### config.mk
export PLATFORM = sky130hd
export DESIGN_NAME = drum_hit_onset_detector
export DESIGN_NICKNAME = d
export VERILOG_FILES = /design/src/design/dhod_pkg.sv /design/src/design/dhod_regs.sv /design/src/design/dhod_ctrl.sv /design/src/design/dhod_datapath.sv /design/src/design/drum_hit_onset_detector.sv
export VERILOG_INCLUDE_DIRS = /design/src /design/src/design
export SDC_FILE = /design/constraint.sdc
export NUM_CORES = 2
export LEC_CHECK = 0
export ABC_AREA = 1
export BUFFER_PORTS_ARGS = -buffer_cell sky130_fd_sc_hd__buf_2
export CELL_PAD_IN_SITES_DETAIL_PLACEMENT = 0
export CELL_PAD_IN_SITES_GLOBAL_PLACEMENT = 1
export CORE_MARGIN = 3
export CORE_UTILIZATION = 55
export CTS_BUF_LIST = sky130_fd_sc_hd__clkbuf_8
export CTS_CLUSTER_DIAMETER = 40
export DETAILED_ROUTE_END_ITERATION = 8
export PLACE_DENSITY = 0.95
export SYNTH_ARGS = -nofsm -noshare
export SYNTH_HDL_FRONTEND = slang
export SYNTH_SLANG_ARGS = --single-unit
### constraint.sdc
create_clock -name aclk -period 21.7 [get_ports aclk]
set_clock_uncertainty 0.2 [all_clocks]
set_input_delay 4.34 -clock aclk [delete_from_list [all_inputs] [get_ports aclk]]
set_output_delay 4.34 -clock aclk [all_outputs]
set_load 0.1 [all_outputs]
### src/design/drum_hit_onset_detector_macros.svh
// ---------------------------------------------------------------------------
// Assertion macros for the drum hit onset detector
// Concurrent checks with a synchronous active-low reset as disable.
// ---------------------------------------------------------------------------
`ifndef DRUM_HIT_ONSET_DETECTOR_MACROS_SVH
`define DRUM_HIT_ONSET_DETECTOR_MACROS_SVH

// same-cycle implication
`define DHOD_ASSERT_IMPLY(label, clk, rstn, ante, cons, msg) \
    label: assert property (@(posedge clk) disable iff (!rstn) (ante) |-> (cons)) \
        else $error(msg);

// next-cycle implication
`define DHOD_ASSERT_NEXT(label, clk, rstn, ante, cons, msg) \
    label: assert property (@(posedge clk) disable iff (!rstn) (ante) |=> (cons)) \
        else $error(msg);

`endif

### src/design/dhod_pkg.sv
// ---------------------------------------------------------------------------
// dhod_pkg
// Shared widths, constants and controller/datapath interface types.
// ---------------------------------------------------------------------------
package dhod_pkg;

    // default parameter values
    localparam int DEF_PLAYERS    = 2;
    localparam int DEF_CHANNELS   = 4;
    localparam int DEF_WINDOW     = 8;
    localparam int DEF_LOCKOUT_US = 20000;

    // field widths
    localparam int PLAYER_W  = 1;
    localparam int CHANNEL_W = 2;
    localparam int SAMPLE_W  = 12;
    localparam int KNOB_W    = 12;
    localparam int TIME_W    = 32;
    localparam int HIT_W     = 3;

    // threshold register file
    localparam int                NREGS     = 8;
    localparam int                THR_W     = 17;
    localparam int                THR_IDX_W = $clog2(NREGS);
    localparam logic [THR_W-1:0]  THR_RESET = 17'd2000;
    localparam int                DATA_W    = 32;
    localparam int                REG_LSB   = 2;
    localparam int                PADDR_W   = THR_IDX_W + REG_LSB;

    // gain polynomial, Q2.14, with d = knob - 2048:
    // gain = (3*2^34 + 3*2^23*d + 3*2^11*d^2 + d^3) / (3*2^20)
    localparam int                   KNOB_MID   = 2048;
    localparam int                   D_W        = KNOB_W + 1;
    localparam int                   DSQ_W      = 24;
    localparam int                   DCUBE_W    = 35;
    localparam int                   NUM_W      = 39;
    localparam logic signed [NUM_W-1:0] GAIN_K0 = 39'sd51539607552;
    localparam int                   NUM_FRAC   = 20;
    localparam int                   NUMHI_W    = 17;
    // exact floor(n/3) for n < 2^17: (n * ceil(2^18/3)) >> 18
    localparam int                   DIV3_RECIP = 87382;
    localparam int                   RECIP_W    = 17;
    localparam int                   DIV3_SHIFT = 18;
    localparam int                   GAIN_W     = 16;
    localparam int                   GAIN_FRAC  = 14;
    localparam int                   SCALED_W   = 14;

    // controller to datapath commands
    typedef struct packed {
        logic load;
        logic cube;
        logic sum;
        logic div;
        logic scale;
        logic commit;
    } cmd_t;

    // datapath to controller status
    typedef struct packed {
        logic in_range;
        logic out_busy;
    } sts_t;

endpackage

### src/design/dhod_regs.sv
// ---------------------------------------------------------------------------
// dhod_regs
// APB-style threshold register file, one 17-bit threshold per channel.
// ---------------------------------------------------------------------------
module dhod_regs (
    input  logic                                         aclk,
    input  logic                                         aresetn,
    input  logic                                         psel,
    input  logic                                         penable,
    input  logic                                         pwrite,
    input  logic [dhod_pkg::PADDR_W-1:0]                 paddr,
    input  logic [dhod_pkg::DATA_W-1:0]                  pwdata,
    output logic [dhod_pkg::DATA_W-1:0]                  prdata,
    output logic                                         pready,
    output logic [dhod_pkg::NREGS-1:0][dhod_pkg::THR_W-1:0] thr
);
    import dhod_pkg::*;

    logic [NREGS-1:0][THR_W-1:0] thr_reg;
    logic [THR_IDX_W-1:0]        reg_sel;
    logic                        wr_en;

    assign reg_sel = paddr[REG_LSB +: THR_IDX_W];
    assign wr_en   = psel && penable && pwrite;
    assign pready  = 1'b1;

    // register writes
    always_ff @(posedge aclk) begin
        if (!aresetn) begin
            for (int i = 0; i < NREGS; i++) begin
                thr_reg[i] <= THR_RESET;
            end
        end else if (wr_en) begin
            thr_reg[reg_sel] <= pwdata[THR_W-1:0];
        end
    end

    // read back
    assign prdata = DATA_W'(thr_reg[reg_sel]);
    assign thr    = thr_reg;

endmodule

### src/design/dhod_ctrl.sv
// ---------------------------------------------------------------------------
// dhod_ctrl
// Sequencer stepping one sample through gain, scaling and the hit decision.
// ---------------------------------------------------------------------------
module dhod_ctrl (
    input  logic           aclk,
    input  logic           aresetn,
    input  logic           s_valid,
    output logic           s_ready,
    input  dhod_pkg::sts_t sts,
    output dhod_pkg::cmd_t cmd
);
    import dhod_pkg::*;

    localparam int              STATE_W   = 3;
    localparam logic [STATE_W-1:0] ST_IDLE   = 3'd0;
    localparam logic [STATE_W-1:0] ST_CUBE   = 3'd1;
    localparam logic [STATE_W-1:0] ST_SUM    = 3'd2;
    localparam logic [STATE_W-1:0] ST_DIV    = 3'd3;
    localparam logic [STATE_W-1:0] ST_SCALE  = 3'd4;
    localparam logic [STATE_W-1:0] ST_UPDATE = 3'd5;

    logic [STATE_W-1:0] state_reg;
    logic [STATE_W-1:0] state_next;
    logic               accept;

    assign s_ready = (state_reg == ST_IDLE);
    assign accept  = s_valid && s_ready;

    // next state and commands
    always_comb begin
        state_next = state_reg;
        cmd        = '0;
        unique case (state_reg)
            ST_IDLE: begin
                cmd.load = accept;
                // out-of-range beats are dropped here
                if (accept && sts.in_range) begin
                    state_next = ST_CUBE;
                end
            end
            ST_CUBE: begin
                cmd.cube   = 1'b1;
                state_next = ST_SUM;
            end
            ST_SUM: begin
                cmd.sum    = 1'b1;
                state_next = ST_DIV;
            end
            ST_DIV: begin
                cmd.div    = 1'b1;
                state_next = ST_SCALE;
            end
            ST_SCALE: begin
                cmd.scale  = 1'b1;
                state_next = ST_UPDATE;
            end
            ST_UPDATE: begin
                // hold until the result register is free
                if (!sts.out_busy) begin
                    cmd.commit = 1'b1;
                    state_next = ST_IDLE;
                end
            end
            default: begin
                state_next = ST_IDLE;
            end
        endcase
    end

    always_ff @(posedge aclk) begin
        if (!aresetn) begin
            state_reg <= ST_IDLE;
        end else begin
            state_reg <= state_next;
        end
    end

endmodule

### src/design/dhod_datapath.sv
// ---------------------------------------------------------------------------
// dhod_datapath
// Gain polynomial, sample scaling, per-channel moving sum and lockout state.
// ---------------------------------------------------------------------------
module dhod_datapath #(
    parameter int PLAYERS    = dhod_pkg::DEF_PLAYERS,
    parameter int CHANNELS   = dhod_pkg::DEF_CHANNELS,
    parameter int WINDOW     = dhod_pkg::DEF_WINDOW,
    parameter int LOCKOUT_US = dhod_pkg::DEF_LOCKOUT_US
) (
    input  logic                                         aclk,
    input  logic                                         aresetn,
    input  dhod_pkg::cmd_t                               cmd,
    output dhod_pkg::sts_t                               sts,
    input  logic [dhod_pkg::PLAYER_W-1:0]                s_player,
    input  logic [dhod_pkg::CHANNEL_W-1:0]               s_channel,
    input  logic [dhod_pkg::SAMPLE_W-1:0]                s_sample,
    input  logic [dhod_pkg::KNOB_W-1:0]                  s_knob,
    input  logic [dhod_pkg::TIME_W-1:0]                  s_now_us,
    input  logic [dhod_pkg::NREGS-1:0][dhod_pkg::THR_W-1:0] thr,
    input  logic                                         m_ready,
    output logic                                         m_valid,
    output logic [dhod_pkg::HIT_W-1:0]                   m_hit_code
);
    import dhod_pkg::*;

    localparam int NCH    = PLAYERS * CHANNELS;
    localparam int IDX_W  = (NCH > 1) ? $clog2(NCH) : 1;
    localparam int PLR_W  = (PLAYERS > 1) ? $clog2(PLAYERS) : 1;
    localparam int PTR_W  = (WINDOW > 1) ? $clog2(WINDOW) : 1;
    localparam int DEPTH  = NCH * WINDOW;
    localparam int ADDR_W = (DEPTH > 1) ? $clog2(DEPTH) : 1;
    localparam int SUM_W  = SCALED_W + ((WINDOW > 1) ? $clog2(WINDOW) : 0);

    // item registers
    logic [PLR_W-1:0]          plr_reg;
    logic [IDX_W-1:0]          idx_reg;
    logic [SAMPLE_W-1:0]       smp_reg;
    logic [TIME_W-1:0]         now_reg;
    logic signed [D_W-1:0]     d_reg;
    logic signed [DSQ_W-1:0]   dsq_reg;
    logic signed [DCUBE_W-1:0] dcube_reg;
    logic [NUMHI_W-1:0]        numhi_reg;
    logic [GAIN_W-1:0]         gain_reg;
    logic [SCALED_W-1:0]       scaled_reg;
    logic [SCALED_W-1:0]       rd_reg;

    // per-channel and per-player state
    logic [PTR_W-1:0]   ptr_reg   [NCH];
    logic [NCH-1:0]     wrap_reg;
    logic [SUM_W-1:0]   sum_reg   [NCH];
    logic [SUM_W-1:0]   prev_reg  [NCH];
    logic [PLAYERS-1:0] locked_reg;
    logic [TIME_W-1:0]  start_reg [PLAYERS];

    // window ring store, all channels
    logic [SCALED_W-1:0] win_mem [DEPTH];

    logic m_valid_reg;
    logic [HIT_W-1:0] m_code_reg;

    // intermediate logic
    logic signed [D_W-1:0]            d_in;
    logic signed [2*D_W-1:0]          sq_full;
    logic signed [DSQ_W+D_W-1:0]      cube_full;
    logic signed [NUM_W-1:0]          d_ext;
    logic signed [NUM_W-1:0]          sq_ext;
    logic signed [NUM_W-1:0]          cu_ext;
    logic signed [NUM_W-1:0]          num;
    logic [NUMHI_W+RECIP_W-1:0]       qprod;
    logic [SAMPLE_W+GAIN_W-1:0]       sprod;
    logic [ADDR_W-1:0]                addr;
    logic [SCALED_W-1:0]              oldv;
    logic [SUM_W-1:0]                 power;
    logic [TIME_W-1:0]                elapsed;
    logic                             released;
    logic                             unlocked;
    logic [THR_IDX_W-1:0]             thr_idx;
    logic                             hit;
    logic [31:0]                      idx_full;
    logic [PTR_W-1:0]                 ptr_cur;

    // status
    assign sts.in_range = (32'(s_player) < PLAYERS) && (32'(s_channel) < CHANNELS);
    assign sts.out_busy = m_valid_reg && !m_ready;

    // gain polynomial terms
    assign d_in      = $signed({1'b0, s_knob}) - D_W'(KNOB_MID);
    assign sq_full   = (2*D_W)'(d_in) * (2*D_W)'(d_in);
    assign cube_full = (DSQ_W+D_W)'(dsq_reg) * (DSQ_W+D_W)'(d_reg);
    assign d_ext     = NUM_W'(d_reg);
    assign sq_ext    = NUM_W'(dsq_reg);
    assign cu_ext    = NUM_W'(dcube_reg);
    // 3*2^23*d and 3*2^11*d^2 as shift pairs
    assign num = GAIN_K0 + (d_ext <<< 24) + (d_ext <<< 23)
               + (sq_ext <<< 12) + (sq_ext <<< 11) + cu_ext;
    assign qprod = (NUMHI_W+RECIP_W)'(numhi_reg) * (NUMHI_W+RECIP_W)'(DIV3_RECIP);
    assign sprod = (SAMPLE_W+GAIN_W)'(smp_reg) * (SAMPLE_W+GAIN_W)'(gain_reg);

    // ring address of this channel's slot
    assign ptr_cur = ptr_reg[idx_reg];
    assign addr    = ADDR_W'(32'(idx_reg) * WINDOW + 32'(ptr_cur));

    // moving sum and hit decision
    assign oldv     = wrap_reg[idx_reg] ? rd_reg : '0;
    assign power    = sum_reg[idx_reg] - SUM_W'(oldv) + SUM_W'(scaled_reg);
    assign elapsed  = now_reg - start_reg[plr_reg];
    assign released = (elapsed >= TIME_W'(LOCKOUT_US));
    assign unlocked = !locked_reg[plr_reg] || released;
    assign thr_idx  = (32'(idx_reg) < NREGS) ? THR_IDX_W'(idx_reg) : THR_IDX_W'(NREGS - 1);
    assign hit      = unlocked && (power > prev_reg[idx_reg])
                   && (32'(power) >= 32'(thr[thr_idx]));
    assign idx_full = 32'(idx_reg);

    // arithmetic pipeline registers
    always_ff @(posedge aclk) begin
        if (cmd.load) begin
            plr_reg <= PLR_W'(s_player);
            idx_reg <= IDX_W'(32'(s_player) * CHANNELS + 32'(s_channel));
            smp_reg <= s_sample;
            now_reg <= s_now_us;
            d_reg   <= d_in;
            dsq_reg <= sq_full[DSQ_W-1:0];
        end
        if (cmd.cube) begin
            dcube_reg <= cube_full[DCUBE_W-1:0];
        end
        if (cmd.sum) begin
            numhi_reg <= num[NUM_FRAC +: NUMHI_W];
        end
        if (cmd.div) begin
            gain_reg <= qprod[DIV3_SHIFT +: GAIN_W];
        end
        if (cmd.scale) begin
            scaled_reg <= sprod[GAIN_FRAC +: SCALED_W];
        end
    end

    // window store: read outgoing entry, write newest on commit
    always_ff @(posedge aclk) begin
        if (cmd.cube) begin
            rd_reg <= win_mem[addr];
        end
        if (cmd.commit) begin
            win_mem[addr] <= scaled_reg;
        end
    end

    // channel state
    always_ff @(posedge aclk) begin
        if (!aresetn) begin
            wrap_reg <= '0;
            for (int i = 0; i < NCH; i++) begin
                ptr_reg[i]  <= '0;
                sum_reg[i]  <= '0;
                prev_reg[i] <= '0;
            end
        end else if (cmd.commit) begin
            sum_reg[idx_reg]  <= power;
            prev_reg[idx_reg] <= power;
            if (32'(ptr_cur) + 1 >= WINDOW) begin
                ptr_reg[idx_reg]  <= '0;
                wrap_reg[idx_reg] <= 1'b1;
            end else begin
                ptr_reg[idx_reg] <= ptr_cur + PTR_W'(1);
            end
        end
    end

    // player lockout
    always_ff @(posedge aclk) begin
        if (!aresetn) begin
            locked_reg <= '0;
        end else if (cmd.commit) begin
            if (hit) begin
                locked_reg[plr_reg] <= 1'b1;
            end else if (released) begin
                locked_reg[plr_reg] <= 1'b0;
            end
        end
    end

    always_ff @(posedge aclk) begin
        if (cmd.commit && hit) begin
            start_reg[plr_reg] <= now_reg;
        end
    end

    // result register
    always_ff @(posedge aclk) begin
        if (!aresetn) begin
            m_valid_reg <= 1'b0;
        end else if (cmd.commit && hit) begin
            m_valid_reg <= 1'b1;
        end else if (m_ready) begin
            m_valid_reg <= 1'b0;
        end
    end

    always_ff @(posedge aclk) begin
        if (cmd.commit && hit) begin
            m_code_reg <= idx_full[HIT_W-1:0];
        end
    end

    assign m_valid    = m_valid_reg;
    assign m_hit_code = m_code_reg;

endmodule

### src/design/drum_hit_onset_detector.sv
// Path: the sequencer loads and squares an accepted sample, then walks the gain
// multiplier chain (cube, sum, divide by three, scale); the update step waits
// while a held result is unread, registers any hit onto m_valid, and only then
// takes a new sample. Out-of-range player/channel beats are dropped in idle.
// Reset (aresetn, synchronous): windows, sums and lockouts clear at once,
// thresholds return to 2000; no clearing pass, a per-channel fill flag.
// ---------------------------------------------------------------------------
// drum_hit_onset_detector
// Moving-sum onset detector with per-player lockout and APB thresholds.
// ---------------------------------------------------------------------------
`include "drum_hit_onset_detector_macros.svh"

module drum_hit_onset_detector #(
    parameter int PLAYERS    = dhod_pkg::DEF_PLAYERS,
    parameter int CHANNELS   = dhod_pkg::DEF_CHANNELS,
    parameter int WINDOW     = dhod_pkg::DEF_WINDOW,
    parameter int LOCKOUT_US = dhod_pkg::DEF_LOCKOUT_US
) (
    input  logic                            aclk,
    input  logic                            aresetn,
    // sample channel
    input  logic                            s_valid,
    output logic                            s_ready,
    input  logic [dhod_pkg::PLAYER_W-1:0]   s_player,
    input  logic [dhod_pkg::CHANNEL_W-1:0]  s_channel,
    input  logic [dhod_pkg::SAMPLE_W-1:0]   s_sample,
    input  logic [dhod_pkg::KNOB_W-1:0]     s_knob,
    input  logic [dhod_pkg::TIME_W-1:0]     s_now_us,
    // hit channel
    output logic                            m_valid,
    input  logic                            m_ready,
    output logic [dhod_pkg::HIT_W-1:0]      m_hit_code,
    // configuration
    input  logic                            psel,
    input  logic                            penable,
    input  logic                            pwrite,
    input  logic [dhod_pkg::PADDR_W-1:0]    paddr,
    input  logic [dhod_pkg::DATA_W-1:0]     pwdata,
    output logic [dhod_pkg::DATA_W-1:0]     prdata,
    output logic                            pready
);
    import dhod_pkg::*;

    cmd_t                        cmd;
    sts_t                        sts;
    logic [NREGS-1:0][THR_W-1:0] thr;

    dhod_regs u_regs (
        .aclk    (aclk),
        .aresetn (aresetn),
        .psel    (psel),
        .penable (penable),
        .pwrite  (pwrite),
        .paddr   (paddr),
        .pwdata  (pwdata),
        .prdata  (prdata),
        .pready  (pready),
        .thr     (thr)
    );

    dhod_ctrl u_ctrl (
        .aclk    (aclk),
        .aresetn (aresetn),
        .s_valid (s_valid),
        .s_ready (s_ready),
        .sts     (sts),
        .cmd     (cmd)
    );

    dhod_datapath #(
        .PLAYERS    (PLAYERS),
        .CHANNELS   (CHANNELS),
        .WINDOW     (WINDOW),
        .LOCKOUT_US (LOCKOUT_US)
    ) u_datapath (
        .aclk       (aclk),
        .aresetn    (aresetn),
        .cmd        (cmd),
        .sts        (sts),
        .s_player   (s_player),
        .s_channel  (s_channel),
        .s_sample   (s_sample),
        .s_knob     (s_knob),
        .s_now_us   (s_now_us),
        .thr        (thr),
        .m_ready    (m_ready),
        .m_valid    (m_valid),
        .m_hit_code (m_hit_code)
    );

    // checks
    `DHOD_ASSERT_IMPLY(a_cmd_onehot, aclk, aresetn, 1'b1, $onehot0(cmd), "overlapping commands")
    `DHOD_ASSERT_IMPLY(a_no_overwrite, aclk, aresetn, cmd.commit, !m_valid || m_ready, "result lost")
    `DHOD_ASSERT_IMPLY(a_result_src, aclk, aresetn, $rose(m_valid), !$past(s_ready), "stray result")
    `DHOD_ASSERT_NEXT(a_busy_after_beat, aclk, aresetn, s_valid && s_ready && sts.in_range, !s_ready, "ready while busy")

endmodule

==> metrics.txt <==
Post-Synthesis Cells=8,517; final global-route overflow total=0; Required @ worst endpoint=17,160 ps; count of antenna-violating nets left after detailed routing=0; number of filler instances in the final layout=12,600; die outline area=165,000 um2; worst hold-check path type=register to register; setup violators final=0; P&R area growth vs syn=8.17%; total DRC errors in the routed layout=0; setup ws final=10,040 ps; TritonCTS buffer count=223; root buffer selected by CTS=sky130_fd_sc_hd__clkbuf_8; wirelength, routed=225,000 um; cell row count=146; total count of max-transition violations in the final report=0; flops & latches, synth=1,442; count of buffering cells on the critical path with inverters included=4; hold-fix buffer count after cts=0; CP Class=input pin to output port; async set or reset register ratio after synthesis=0%; Final Hold Fails=0; Largest register FFs=896; Starting Density=55.5%; reported max-cap violation count=0; Clock Sinks=1,442; DP Worst Slack=10,230 ps; cell with the largest stage delay on the worst path=sky130_fd_sc_hd__nor3_2; setup TNS=0 ps; synth unique cells=66; maximum number of pins on one net before global-route repair=123; share of cells above drive strength 1=7.04%; GR Util All Layers=27.5%; I/O pin count=141; average instance area after synthesis=10.3 um2; Period minus WS final=11,660 ps; number of cells upsized or downsized after cts=0; via count of the routed design=62,400; DRC violation total after the first TritonRoute iteration=6,736; horizontal extent of the die=406 um; most common flop cell mapped by yosys=sky130_fd_sc_hd__edfxtp_1; global-route wire length before repair=351,000 um; Critical Path AT=7120 ps; detailed-router iteration count before antenna repair=9; clock transition at the registers of the reported paths=60 ps; nature of the critical path startpoint=input pin; Clock Path Buffers=3; number of enable-type register cells in the synthesized netlist=1,289; cell family with most CP delay=buffers and inverters; routed len/inst=20.6 um; Tcrit/Tclk final=53.7%; relative max-transition margin=21.5%; cell-by-cell trace of the critical path=buf_2 > inv_1 > nor3_2 > clkinv_1 > o22ai_1 > a221oi_1 > nand4_1 > buf_2; most used cell, CP=sky130_fd_sc_hd__buf_2; Yosys warnings=0; Tightest Pin Transition=1170 ps; number of H-tree levels=4; height of the die=406 um; upper clock frequency limit=85.8 MHz; number of global-route vias before repair=63,300; buffer count from post-CTS setup fixing=0; post-synthesis sequential area ratio=47.4%; clock tree from TritonCTS=yes; average vias per placed instance=5.71; post-DP HPWL=149,000 um; type of element capturing the critical path=output port; initial antenna violation count=6; unrepaired setup endpoints after global routing=no; standard cell core area=159,000 um2; number of nets in the layout=9,917; stage delay of the slowest cell on the critical path=730 ps; synthesized cell area=88,100 um2; final weighted congestion in routability-driven placement=0.929; Critical Path Fanout Max=10; IO buf count=107; clock insertion delay at the later pin of the skew report=1000 ps; outcome=finished, final reports clean
-- cell type report --
class                           count  area (um2)  share of cell area (%)
Antenna cell                        4        10.0                  0.0105
Clock inverter                    186        1310                    1.38
Clock buffer                      229        3150                    3.31
Inverter                         1407        5310                    5.57
Multi-Input combinational cell   5353       39600                    41.6
Sequential cell                  1442       41800                    43.8
Timing Repair Buffer              234        1490                    1.57
Tap cell                         2072        2590                    2.72
-- worst register-to-register path: cells and delay by family (launching register included) --
| family | cells | cell delay [ps] |
|---|---|---|
| adder cells (fa/ha/maj) | 3 | 1120 |
| AND/OR/NAND/NOR | 12 | 1290 |
| flip-flops | 1 | 310 |
| AO/OA/AOI/OAI | 8 | 1950 |
| XOR/XNOR | 1 | 660 |
| buffers and inverters | 7 | 2250 |
-- cell usage after synthesis, drive strengths merged, types with 43 or more instances --
cell type	instances	area (um2)
edfxtp	1289	38700
o21ai	283	1460
nor3	43	257
dfxtp	153	3060
clkbuf	203	769
ha	478	5980
xor2	91	797
nand4	157	982
inv	1387	5210
buf	126	783
xnor2	47	412
fa	675	13500
a21oi	332	1660
nand2	1926	7250
nand3	178	936
nor2	632	2380
a22oi	210	1590
-- kinds of logic (layout without fill, tap and decap cells) --
kind of cell | Yosys count | count (layout) | share of synthesized area, %
other | 2 | 20 | 0.00853
AOI/OAI and AO/OA | 1040 | 1040 | 7.27
xor gates and xnor gates | 138 | 138 | 1.37
buffers and inverters | 1736 | 2056 | 7.76
DFF | 1442 | 1442 | 47.4
muxes | 29 | 29 | 0.330
and+or+nand+nor | 2977 | 2977 | 13.7
adders and majority gates | 1153 | 1153 | 22.1
-- layout by cell type (no fill, tap or decap), types with 29 or more instances in the layout --
cell type and instances:
sky130_fd_sc_hd__nand2_1 1923, sky130_fd_sc_hd__inv_1 1435, sky130_fd_sc_hd__edfxtp_1 1289, sky130_fd_sc_hd__fa_1 675, sky130_fd_sc_hd__nor2_1 614, sky130_fd_sc_hd__ha_1 478, sky130_fd_sc_hd__a21oi_1 332, sky130_fd_sc_hd__o21ai_0 239
sky130_fd_sc_hd__clkbuf_8 229, sky130_fd_sc_hd__a22oi_1 207, sky130_fd_sc_hd__nand3_1 172, sky130_fd_sc_hd__nand4_1 157, sky130_fd_sc_hd__dfxtp_1 151, sky130_fd_sc_hd__buf_4 128, sky130_fd_sc_hd__buf_2 106, sky130_fd_sc_hd__xor2_1 91
sky130_fd_sc_hd__clkinv_1 67, sky130_fd_sc_hd__xnor2_1 47, sky130_fd_sc_hd__o22ai_1 42, sky130_fd_sc_hd__a221oi_1 39, sky130_fd_sc_hd__o21ai_1 39, sky130_fd_sc_hd__clkinv_2 37, sky130_fd_sc_hd__mux2i_1 29
-- layer usage --
layer / vias to the layer above / routed length [um] / share of wire [%] / global-route usage (%)
met5: - / 33 / 0.015 / 0
met2: 3298 / 105000 / 47 / 43.8
met1: 30300 / 87600 / 39 / 37.6
met4: 4 / 8780 / 3.9 / 11.2
li1: 28300 / - / - / -
met3: 568 / 23900 / 11 / 5.01
-- final timing paths --
| kind | to | depth (start not counted) | startpoint | slack [ps] |
|---|---|---|---|---|
| worst max-delay path | prdata[10] | 8 | paddr[2] | 10040 |
| worst min-delay path | u_datapath.start_reg[0][11] | 0 | u_datapath.now_reg[11] | 270 |
| worst max register to register | u_datapath.start_reg[1][5] | 31 | register | 13470 |
| worst min register to register | u_datapath.start_reg[0][11] | 0 | u_datapath.now_reg[11] | 270 |
-- through the flow --
stage          cells  hold slack [ps]  cell area (um2)  util (%)
2_1_floorplan   8531              221            88100         -
3_3_place_gp   10500              251            90800      57.2
3_5_place_dp   10500              259            90800      57.2
4_1_cts        10900              268            95300      60.0
5_1_grt        10900              283            95300      60.0
6_report       10900              267            95300      60.0
Power is left out: the tool's default activity adds up to more than one toggle a clock period on the data nets, which glitch-free logic cannot reach.
